## config.mk

```make
export PLATFORM = sky130hd
export DESIGN_NAME = utf8_to_winansi_transcoder
export DESIGN_NICKNAME = d
export VERILOG_FILES = /design/src/sv/utw_pkg.sv /design/src/sv/utw_map.sv /design/src/sv/utw_decode.sv /design/src/sv/utw_res_fifo.sv /design/src/sv/utf8_to_winansi_transcoder.sv
export SDC_FILE = /design/constraint.sdc
export NUM_CORES = 1
export LEC_CHECK = 0
export BUFFER_PORTS_ARGS = -buffer_cell sky130_fd_sc_hd__buf_2
export CAP_MARGIN = 40
export CORE_UTILIZATION = 26
export CTS_CLUSTER_SIZE = 24
export DETAILED_ROUTE_END_ITERATION = 8
export GPL_TIMING_DRIVEN = 0
export PLACE_DENSITY_LB_ADDON = 0.12
export SLEW_MARGIN = 20
export SYNTH_ARGS = -nofsm -noshare
export SYNTH_HDL_FRONTEND = slang
export SYNTH_SLANG_ARGS = --single-unit
```

## constraint.sdc

```tcl
create_clock -name clk -period 5.2 [get_ports clk]
set_input_delay 1.04 -clock clk [delete_from_list [all_inputs] [get_ports clk]]
set_output_delay 1.04 -clock clk [all_outputs]
set_load 0.02 [all_outputs]
```

## src/sv/utw_pkg.sv

```systemverilog
// ---------------------------------------------------------------------------
// utw_pkg
// types, constants and the special code point table of the transcoder
// ---------------------------------------------------------------------------
package utw_pkg;

    localparam int CP_W   = 21;
    localparam int SPEC_N = 32;

    localparam logic [7:0] QMARK_BYTE = 8'h3F;
    localparam logic [7:0] SPACE_BYTE = 8'h20;
    localparam logic [7:0] DASH_BYTE  = 8'h2D;

    localparam logic [CP_W-1:0] CP_TAB      = 21'h00009;
    localparam logic [CP_W-1:0] CP_LF       = 21'h0000A;
    localparam logic [CP_W-1:0] CP_CR       = 21'h0000D;
    localparam logic [CP_W-1:0] CP_HYPHEN   = 21'h02010;
    localparam logic [CP_W-1:0] CP_NB_HYPHEN = 21'h02011;

    // code points behind bytes 0x80..0x9F, zero marks an undefined slot
    localparam logic [15:0] SPECIAL_MAP [SPEC_N] = '{
        16'h20AC, 16'h0000, 16'h201A, 16'h0192, 16'h201E, 16'h2026, 16'h2020, 16'h2021,
        16'h02C6, 16'h2030, 16'h0160, 16'h2039, 16'h0152, 16'h0000, 16'h017D, 16'h0000,
        16'h0000, 16'h2018, 16'h2019, 16'h201C, 16'h201D, 16'h2022, 16'h2013, 16'h2014,
        16'h02DC, 16'h2122, 16'h0161, 16'h203A, 16'h0153, 16'h0000, 16'h017E, 16'h0178
    };

    typedef struct packed {
        logic [7:0] in_byte;
        logic       end_of_text;
    } utf_beat_t;

    typedef struct packed {
        logic [7:0] out_byte;
        logic       is_substitute;
        logic       last_for_input;
        logic       text_done;
    } ansi_beat_t;

    typedef struct packed {
        logic [7:0] code;
        logic       sub;
    } map_res_t;

    typedef struct packed {
        logic [1:0]      n;
        ansi_beat_t      res0;
        ansi_beat_t      res1;
        logic [CP_W-1:0] pc_next;
        logic [1:0]      bp_next;
    } dec_res_t;

endpackage

```

## src/sv/utw_map.sv

```systemverilog
// ---------------------------------------------------------------------------
// utw_map
// maps one code point to a windows-1252 byte or a flagged '?'
// ---------------------------------------------------------------------------
module utw_map
    import utw_pkg::*;
(
    input  logic [CP_W-1:0] cp,
    output map_res_t        res
);

    logic       hit;
    logic [4:0] hit_idx;

    always_comb
    begin
        hit     = 1'b0;
        hit_idx = '0;
        for (int k = 0; k < SPEC_N; k++)
        begin
            if (SPECIAL_MAP[k] != 16'h0000 && cp == {5'd0, SPECIAL_MAP[k]})
            begin
                hit     = 1'b1;
                hit_idx = 5'(k);
            end
        end
    end

    always_comb
    begin
        res.sub  = 1'b0;
        res.code = cp[7:0];
        if (cp == CP_TAB || cp == CP_LF || cp == CP_CR)
        begin
            res.code = SPACE_BYTE;
        end
        else if (cp < 21'h80 || (cp >= 21'hA0 && cp <= 21'hFF))
        begin
            res.code = cp[7:0];
        end
        else if (hit)
        begin
            res.code = {3'b100, hit_idx};
        end
        else if (cp == CP_HYPHEN || cp == CP_NB_HYPHEN)
        begin
            res.code = DASH_BYTE;
        end
        else
        begin
            res.code = QMARK_BYTE;
            res.sub  = 1'b1;
        end
    end

endmodule

```

## src/sv/utw_decode.sv

```systemverilog
// ---------------------------------------------------------------------------
// utw_decode
// one utf-8 byte against the sequence state: results and next state
// ---------------------------------------------------------------------------
module utw_decode
    import utw_pkg::*;
(
    input  utf_beat_t       beat,
    input  logic [CP_W-1:0] pc,
    input  logic [1:0]      bp,
    output dec_res_t        dec
);

    logic [7:0]      b;
    logic            cont;
    logic            pend;
    logic            use_acc;
    logic [CP_W-1:0] acc;
    logic [CP_W-1:0] cp;
    map_res_t        mres;
    logic            ascii;
    logic            lead2;
    logic            lead3;
    logic            lead4;

    assign b       = beat.in_byte;
    assign cont    = (b[7:6] == 2'b10);
    assign pend    = (bp != 2'd0);
    assign use_acc = pend && cont;
    assign acc     = {pc[CP_W-7:0], b[5:0]};
    assign cp      = use_acc ? acc : {13'd0, b};
    assign ascii   = (b[7] == 1'b0);
    assign lead2   = (b[7:5] == 3'b110);
    assign lead3   = (b[7:4] == 4'b1110);
    assign lead4   = (b[7:3] == 5'b11110);

    utw_map u_map (
        .cp  (cp),
        .res (mres)
    );

    always_comb
    begin
        ansi_beat_t r;
        logic [1:0] bp_dec;
        logic       have;

        r        = '0;
        bp_dec   = bp - 2'd1;
        have     = 1'b0;
        dec      = '0;
        dec.pc_next = pc;
        dec.bp_next = bp;

        if (use_acc)
        begin
            dec.bp_next = bp_dec;
            if (bp_dec == 2'd0)
            begin
                dec.res0.out_byte      = mres.code;
                dec.res0.is_substitute = mres.sub;
                dec.n                  = 2'd1;
                dec.pc_next            = '0;
            end
            else
            begin
                dec.pc_next = acc;
            end
        end
        else
        begin
            // broken sequence: flag it, then treat the byte as a fresh lead
            if (pend)
            begin
                dec.res0.out_byte      = QMARK_BYTE;
                dec.res0.is_substitute = 1'b1;
                dec.n                  = 2'd1;
                dec.pc_next            = '0;
                dec.bp_next            = 2'd0;
            end
            if (lead2)
            begin
                dec.pc_next = {16'd0, b[4:0]};
                dec.bp_next = 2'd1;
            end
            else if (lead3)
            begin
                dec.pc_next = {17'd0, b[3:0]};
                dec.bp_next = 2'd2;
            end
            else if (lead4)
            begin
                dec.pc_next = {18'd0, b[2:0]};
                dec.bp_next = 2'd3;
            end
            else
            begin
                have = 1'b1;
                if (ascii)
                begin
                    r.out_byte      = mres.code;
                    r.is_substitute = mres.sub;
                end
                else
                begin
                    r.out_byte      = QMARK_BYTE;
                    r.is_substitute = 1'b1;
                end
            end
        end

        // sequence still open at end of text
        if (beat.end_of_text)
        begin
            if (dec.bp_next != 2'd0)
            begin
                have            = 1'b1;
                r.out_byte      = QMARK_BYTE;
                r.is_substitute = 1'b1;
            end
            dec.pc_next = '0;
            dec.bp_next = 2'd0;
        end

        if (have)
        begin
            if (dec.n == 2'd0)
            begin
                dec.res0 = r;
            end
            else
            begin
                dec.res1 = r;
            end
            dec.n = dec.n + 2'd1;
        end

        if (dec.n == 2'd1)
        begin
            dec.res0.last_for_input = 1'b1;
            dec.res0.text_done      = beat.end_of_text;
        end
        else if (dec.n == 2'd2)
        begin
            dec.res1.last_for_input = 1'b1;
            dec.res1.text_done      = beat.end_of_text;
        end
    end

endmodule

```

## src/sv/utw_res_fifo.sv

```systemverilog
// ---------------------------------------------------------------------------
// utw_res_fifo
// four-entry result queue, takes up to two beats a cycle, gives one while ansi_ready is high
// ---------------------------------------------------------------------------
module utw_res_fifo
    import utw_pkg::*;
(
    input  logic       clk,
    input  logic       rst_n,
    input  logic [1:0] push_n,
    input  ansi_beat_t push0,
    input  ansi_beat_t push1,
    output logic       room,
    output logic [2:0] level,
    output logic       ansi_valid,
    input  logic       ansi_ready,
    output ansi_beat_t ansi_data
);

    ansi_beat_t mem_reg [4];
    logic [1:0] wr_ptr_reg;
    logic [1:0] wr_ptr_next;
    logic [1:0] rd_ptr_reg;
    logic [1:0] rd_ptr_next;
    logic [2:0] count_reg;
    logic [2:0] count_next;
    logic       pop;

    assign pop        = ansi_valid && ansi_ready;
    assign ansi_valid = (count_reg != 3'd0);
    assign ansi_data  = mem_reg[rd_ptr_reg];
    assign room       = (count_reg <= 3'd2);
    assign level      = count_reg;

    assign wr_ptr_next = wr_ptr_reg + push_n;
    assign rd_ptr_next = rd_ptr_reg + {1'b0, pop};
    assign count_next  = count_reg + {1'b0, push_n} - {2'd0, pop};

    always_ff @(posedge clk or negedge rst_n)
    begin
        if (!rst_n)
        begin
            wr_ptr_reg <= '0;
            rd_ptr_reg <= '0;
            count_reg  <= '0;
        end
        else
        begin
            wr_ptr_reg <= wr_ptr_next;
            rd_ptr_reg <= rd_ptr_next;
            count_reg  <= count_next;
        end
    end

    always_ff @(posedge clk)
    begin
        if (push_n != 2'd0)
        begin
            mem_reg[wr_ptr_reg] <= push0;
        end
        if (push_n == 2'd2)
        begin
            mem_reg[wr_ptr_reg + 2'd1] <= push1;
        end
    end

endmodule

```

## src/sv/utf8_to_winansi_transcoder.sv

```systemverilog
// path: a taken beat is registered in the input stage, then its results go to the result queue
// throughput: one utf-8 byte per cycle while the result queue has room; a byte with
//   two results gives them one at a time, set by the single-beat output of the result queue
// reset: rst_n clears the input stage, the sequence state and the queue
// ---------------------------------------------------------------------------
// utf8_to_winansi_transcoder
// utf-8 byte stream to windows-1252 bytes, '?' for anything unmappable
// ---------------------------------------------------------------------------
module utf8_to_winansi_transcoder
    import utw_pkg::*;
(
    input  logic       clk,
    input  logic       rst_n,
    input  logic       utf_valid,
    output logic       utf_ready,
    input  utf_beat_t  utf_data,
    output logic       ansi_valid,
    input  logic       ansi_ready,
    output ansi_beat_t ansi_data
);

    // input stage
    logic            in_vld_reg;
    utf_beat_t       in_reg;
    // sequence state: gathered code point bits and missing continuations
    logic [CP_W-1:0] pc_reg;
    logic [1:0]      bp_reg;

    dec_res_t        dec;
    logic            room;
    logic [2:0]      level;
    logic            fire;
    logic [1:0]      push_n;

    // the staged beat moves on once the queue can hold both of its results
    assign fire      = in_vld_reg && room;
    assign utf_ready = !in_vld_reg || fire;
    assign push_n    = fire ? dec.n : 2'd0;

    always_ff @(posedge clk or negedge rst_n)
    begin
        if (!rst_n)
        begin
            in_vld_reg <= 1'b0;
            pc_reg     <= '0;
            bp_reg     <= '0;
        end
        else
        begin
            if (utf_ready)
            begin
                in_vld_reg <= utf_valid;
            end
            if (fire)
            begin
                pc_reg <= dec.pc_next;
                bp_reg <= dec.bp_next;
            end
        end
    end

    // payload, no reset needed
    always_ff @(posedge clk)
    begin
        if (utf_ready && utf_valid)
        begin
            in_reg <= utf_data;
        end
    end

    // decode and map for the staged beat
    utw_decode u_decode (
        .beat (in_reg),
        .pc   (pc_reg),
        .bp   (bp_reg),
        .dec  (dec)
    );

    // result queue, also the output register
    utw_res_fifo u_fifo (
        .clk        (clk),
        .rst_n      (rst_n),
        .push_n     (push_n),
        .push0      (dec.res0),
        .push1      (dec.res1),
        .room       (room),
        .level      (level),
        .ansi_valid (ansi_valid),
        .ansi_ready (ansi_ready),
        .ansi_data  (ansi_data)
    );

`ifndef SYNTH
    // queue never runs past its depth
    a_level_bound: assert property (@(posedge clk) disable iff (!rst_n)
        level <= 3'd4)
        else $error("result queue overflow");

    // end of text leaves the sequence state clear
    a_eot_clears: assert property (@(posedge clk) disable iff (!rst_n)
        fire && in_reg.end_of_text |=> bp_reg == 2'd0 && pc_reg == '0)
        else $error("state not cleared after end of text");

    // end of text always yields a result
    a_eot_result: assert property (@(posedge clk) disable iff (!rst_n)
        fire && in_reg.end_of_text |-> dec.n != 2'd0)
        else $error("end of text gave no result");

    // a beat leaving with results makes the queue non-empty
    a_push_visible: assert property (@(posedge clk) disable iff (!rst_n)
        push_n != 2'd0 |=> ansi_valid)
        else $error("pushed result not visible");
`endif

endmodule

```

* Yosys cells after proc, flatten, opt, wreduce, memory -nomap -nowiden
Memories as Yosys holds them, arrays and structs flattened.
Cells that the tools add are included.
** Word-level totals
- Memories :: 1
- Memory bits (writable) :: 44
- Output and inout bits :: 13
- Word-level logic and storage cells :: 174
- Input port bits :: 13
- Register bits after elaboration :: 34
** Cells by class
- $add $sub $neg :: 7
- Reductions and logical operators :: 19
- Mux-type cells :: 96
- $lt $le $gt $ge :: 4
- Eq/ne operators :: 39
** Memories
- u_fifo.mem_reg :: depth 4, width 11, rd ports 1, clocked after Yosys merged registers in 0, wr ports 2, RTL line utw_res_fifo.sv:20 : ansi_beat_t mem_reg [4];
** Operators with widths (number)
- $eq A21 B14 Y1 const B :: 19
- $eq A21 B9 Y1 const B :: 8
- $mux W5 :: 25
- $mux W17 :: 6
- $eq A21 B4 Y1 const B :: 3
- $mux W9 :: 7
- $eq A21 B10 Y1 const B :: 2
- $mux W1 :: 41
- $mux W11 :: 3
- $mux W24 :: 1
- $mux W8 :: 3
- $ge A21 B8 Y1 const B :: 1
- $le A21 B8 Y1 const B :: 1
- $lt A21 B8 Y1 const B :: 1
- $mux W21 :: 1
- $mux W10 :: 2
- $mux W15 :: 1
- $mux W2 :: 6
- $eq A2 B2 Y1 const B :: 3
- $reduce_bool A2 Y1 :: 3
- $reduce_bool A6 Y1 :: 1
- $eq A5 B5 Y1 const B :: 1
- $logic_and A1 B1 Y1 :: 5
- $logic_or A1 B1 Y1 :: 5
- 14 further kinds :: 16

* Logic depth before layout (Yosys ltp)
- Depth in word-level cells :: 47
- Mapped depth :: 17
- Gate-level depth less buffers :: 14

* Cells and area by module
From an unflattened synthesis, not the netlist that was laid out.
** Unflattened totals
- Cells, all modules :: 520
- Area, all modules :: 5938.2 um^2
** By module, submodules not included
- utw_res_fifo :: sequential area each 1496.4 um^2, area an instance 2626.3 um^2, times used 1, cells each 145
- utf8_to_winansi_transcoder :: sequential area each 870.8 um^2, area an instance 1291.2 um^2, times used 1, cells each 64
- utw_map :: sequential area each 0.0 um^2, area an instance 1033.5 um^2, times used 1, cells each 153
- utw_decode :: sequential area each 0.0 um^2, area an instance 987.2 um^2, times used 1, cells each 158

* Worst setup path after synthesis
OpenSTA, ideal clock, no wires.
- Path kind :: flip-flop to flip-flop
- Start point :: register bp_reg[0]
- End point :: memory u_fifo.mem_reg[1][0] (netlist name), enable pin
- Path buffers :: 2
- Cell stages (with the launch flop) :: 13
- Library setup time :: 0.397 ns
- Path slack :: 1.368 ns
- Clock period less this slack :: 3.832 ns
- Required time :: 4.803 ns
- Arrival time :: 3.435 ns
- Cell sequence :: dfrtp_1 inv_1 ha_1 or3b_2 a21oi_1 a21oi_1 a21oi_1 a21o_1 ha_1 clkbuf_1 clkbuf_1 nand2_1 a211oi_1
** RTL lines
- start: declaration :: RTL line utf8_to_winansi_transcoder.sv:27 : logic [1:0] bp_reg;
- start signal: assignment :: RTL line utf8_to_winansi_transcoder.sv:57 : bp_reg <= dec.bp_next;
- end: declaration :: RTL line utw_res_fifo.sv:20

==> results.json <==
{
  "ys_seq_area_share_pct": 44.1,
  "cts-htree-levels": 3,
  "leakage_nw": 2.06,
  "io_buffers": 25,
  "hold_path_startpoint": "u_fifo.level[2]$_DFF_PN0_",
  "vias": 4018,
  "post_cts_resized": 0,
  "whs_ns": 0.491,
  "avgSynthCellArea_um2": 10.2,
  "dp.cells": 785,
  "maxSlewViolCount": 0,
  "synth.top_cells.by_count": "edfxtp_1 (53), nand2_1 (49), nor2_1 (45)",
  "cp_slowest_stage_delay_ns": 0.53,
  "synth_cell_types": 76,
  "hold_buffers": 0,
  "relSlewSlack_pct": 48.1,
  "drive_gt1_share_pct": 19.7,
  "syn_inst": 494,
  "grt_max_degree": 26,
  "yosys.area.top_type": "edfxtp_1",
  "core_um2": 18800,
  "path_max_fanout": 10,
  "place_area_um2": 5560,
  "ys_seq_elements": 78,
  "vias_per_cell": 5.01,
  "area_growth_pct": 16.6,
  "fin_area_um2": 5860,
  "synth_edf_count": 53,
  "largest_reg_flops": 44,
  "clockBufferDepth": 2,
  "max-cap-violations": 0,
  "grt_pass1_vias": 4061,
  "synth_simple_gate_area_share_pct": 21.7,
  "io_pins": 26,
  "worst_ep_arrival_time_ns": 4.26,
  "final_nets": 560,
  "antenna_found_initial": 0,
  "startpoint_type": "flip-flop",
  "rsz0062_at_grt": "no",
  "ir_drop_mv": 0.217,
  "postCtsSetupRepairBufs": 0,
  "hold_end": "u_fifo.level[2]$_DFF_PN0_",
  "clk_pin_slew_ns": 0.06,
  "dp_hpwl_um": 11100,
  "path_cells": "inv_1 > ha_1 > buf_2 > nor3b_2 > nor2_1 > a21oi_1 > inv_1 > ha_1 > clkbuf_1 > clkbuf_1 > nand2_1 > a211oi_4 > buf_6",
  "async_flop_share_pct": 32.1,
  "die_w_um": 141,
  "syn_nets": 517,
  "clock-sinks": 78,
  "insertion_delay_ns": 0.35,
  "regToRegStartpoint": "bp_reg[0]$_DFFE_PN0P_",
  "initial_utilization_pct": 26.7,
  "wire_per_inst_um": 18.4,
  "overflow": 0,
  "die_h_um": 141,
  "hold_path_class": "flip-flop to flip-flop",
  "synth_area_leaders": "edfxtp_1 (32%), dfrtp_1 (12%), mux2i_1 (5.0%)",
  "dpl_worst_slack_ns": 0.981,
  "p_per_area_nw_per_um2": 600,
  "netlist.area_leader.share_pct": 31.6,
  "place_congestion": 0.820,
  "rr_worst_depth": 13,
  "reg2reg_to": "u_fifo.mem_reg[3][2]$_DFFE_PP_",
  "setup_viol": 0,
  "rows": 50,
  "r2r_setup_slack_ns": 0.99,
  "yosysMostFrequentCell": "edfxtp_1",
  "synth_top_family_by_area": "simple AND/OR/NAND/NOR gates",
  "worstSetupPathType": "flip-flop to flip-flop",
  "clockRootBuffer": "clkbuf_16",
  "ys_warn_count": 0,
  "antenna_cells": 0,
  "synthMuxAreaShare_pct": 9.90,
  "dr.pass1.iters": 7,
  "cp_slowest_cell": "nor3b_2",
  "drc": 0,
  "hold_viol": 0,
  "die_area_um2": 19900,
  "syn_area_um2": 5030,
  "status": "complete, no violations",
  "postRouteAntennaNets": 0,
  "worstMarginPinSlew_ns": 0.777,
  "wl_um": 14700,
  "cts_tree": "done",
  "nFillCells": 1951,
  "synth_xor_area_share_pct": 1.22,
  "synth_ff_type": "edfxtp_1",
  "synth_compound_area_share_pct": 16.5,
  "skew_ns": 0.0125,
  "crit_path_end_kind": "flip-flop",
  "worst_slack_ns": 0.994,
  "period_needed_ns": 4.21,
  "required_ns": 5.26,
  "clock.fmax_ghz": 0.238,
  "cts_made_buffers": 9,
  "hold_depth": 1,
  "stdcell_count": 802,
  "drt_iter0_drc": 271,
  "synth_adder_area_share_pct": 2.64,
  "track_usage_pct": 15.7,
  "grt_pass1_wl_um": 23600,
  "timing.final.crit_share_pct": 80.9
}
power by group:
group / leakage (nW) / switching (mW) / internal (mW)
combinational: 1.12 / 1.15 / 0.688
clock: 0.136 / 0.290 / 0.334
sequential: 0.810 / 0.114 / 0.938
cells by family (layout without fill, tap and decap cells):
logic type | Yosys count | in the layout
AND/OR/NAND/NOR | 201 | 201
AO/OA/AOI/OAI | 117 | 117
flip-flops | 78 | 78
buffers and inverters | 45 | 93
multiplexers | 36 | 36
adder cells (fa/ha/maj) | 10 | 10
XOR/XNOR | 7 | 7
worst max path at each step:
stage,to,from,depth (start not counted)
floorplan,u_fifo.mem_reg[1][0]$_DFFE_PP_,bp_reg[0]$_DFFE_PN0P_,12
global placement,u_fifo.mem_reg[1][4]$_DFFE_PP_,bp_reg[0]$_DFFE_PN0P_,12
detailed placement,u_fifo.mem_reg[3][4]$_DFFE_PP_,bp_reg[0]$_DFFE_PN0P_,13
CTS,u_fifo.mem_reg[3][2]$_DFFE_PP_,bp_reg[0]$_DFFE_PN0P_,13
global route,u_fifo.level[2]$_DFF_PN0_,bp_reg[0]$_DFFE_PN0P_,16
finish,u_fifo.mem_reg[3][2]$_DFFE_PP_,bp_reg[0]$_DFFE_PN0P_,13
stage by stage:
step	util, %	setup TNS, ns	total power [mW]
global placement	29.1	-0.847	2.83
finish	31.1	0	3.52
CTS	31.1	0	3.55
floorplan	-	0	2.34
detailed placement	29.5	0	2.91
global route	31.1	0	3.79
layout make-up:
type	instances	area [um2]	area share, %
Timing Repair Buffer	32	186	3.18
Clock inverter	7	66.3	1.13
Sequential cell	78	2220	37.8
Multi-Input combinational cell	371	2640	45.1
Clock buffer	9	225	3.84
Buffer	32	150	2.56
Inverter	13	48.8	0.832
Tap cell	260	325	5.55
cell usage in the layout (no fill, tap or decap), types with 9 or more instances in the layout:
master and n:
nand2b_1 10, o21ai_0 26, clkbuf_1 15, nor2_1 43, a21oi_1 30, nor4_1 10, buf_2 36, nand2_1 49
inv_1 13, clkbuf_16 9, ha_1 9, mux4_2 11, nor3_1 14, mux2i_1 25, edfxtp_1 53, dfrtp_1 25
nand3_1 11
layer usage:
metal / global-route usage [%] / up-vias / share of wire (%)
met5: 0 / - / 0
met4: 4.00 / 0 / 1.4
met3: 2.65 / 16 / 2.5
met2: 28.0 / 77 / 51
met1: 19.6 / 1969 / 45
li1: - / 1956 / -
worst max-delay path: cells and delay by family (launching register included):
kind / cells / cell delay [ns]
fa+ha+maj: 2 / 0.54
buf+inv: 6 / 1.29
flops: 1 / 0.45
simple gates: 3 / 0.85
compound gates: 2 / 0.79
Power figures use the tool's default switching activity.
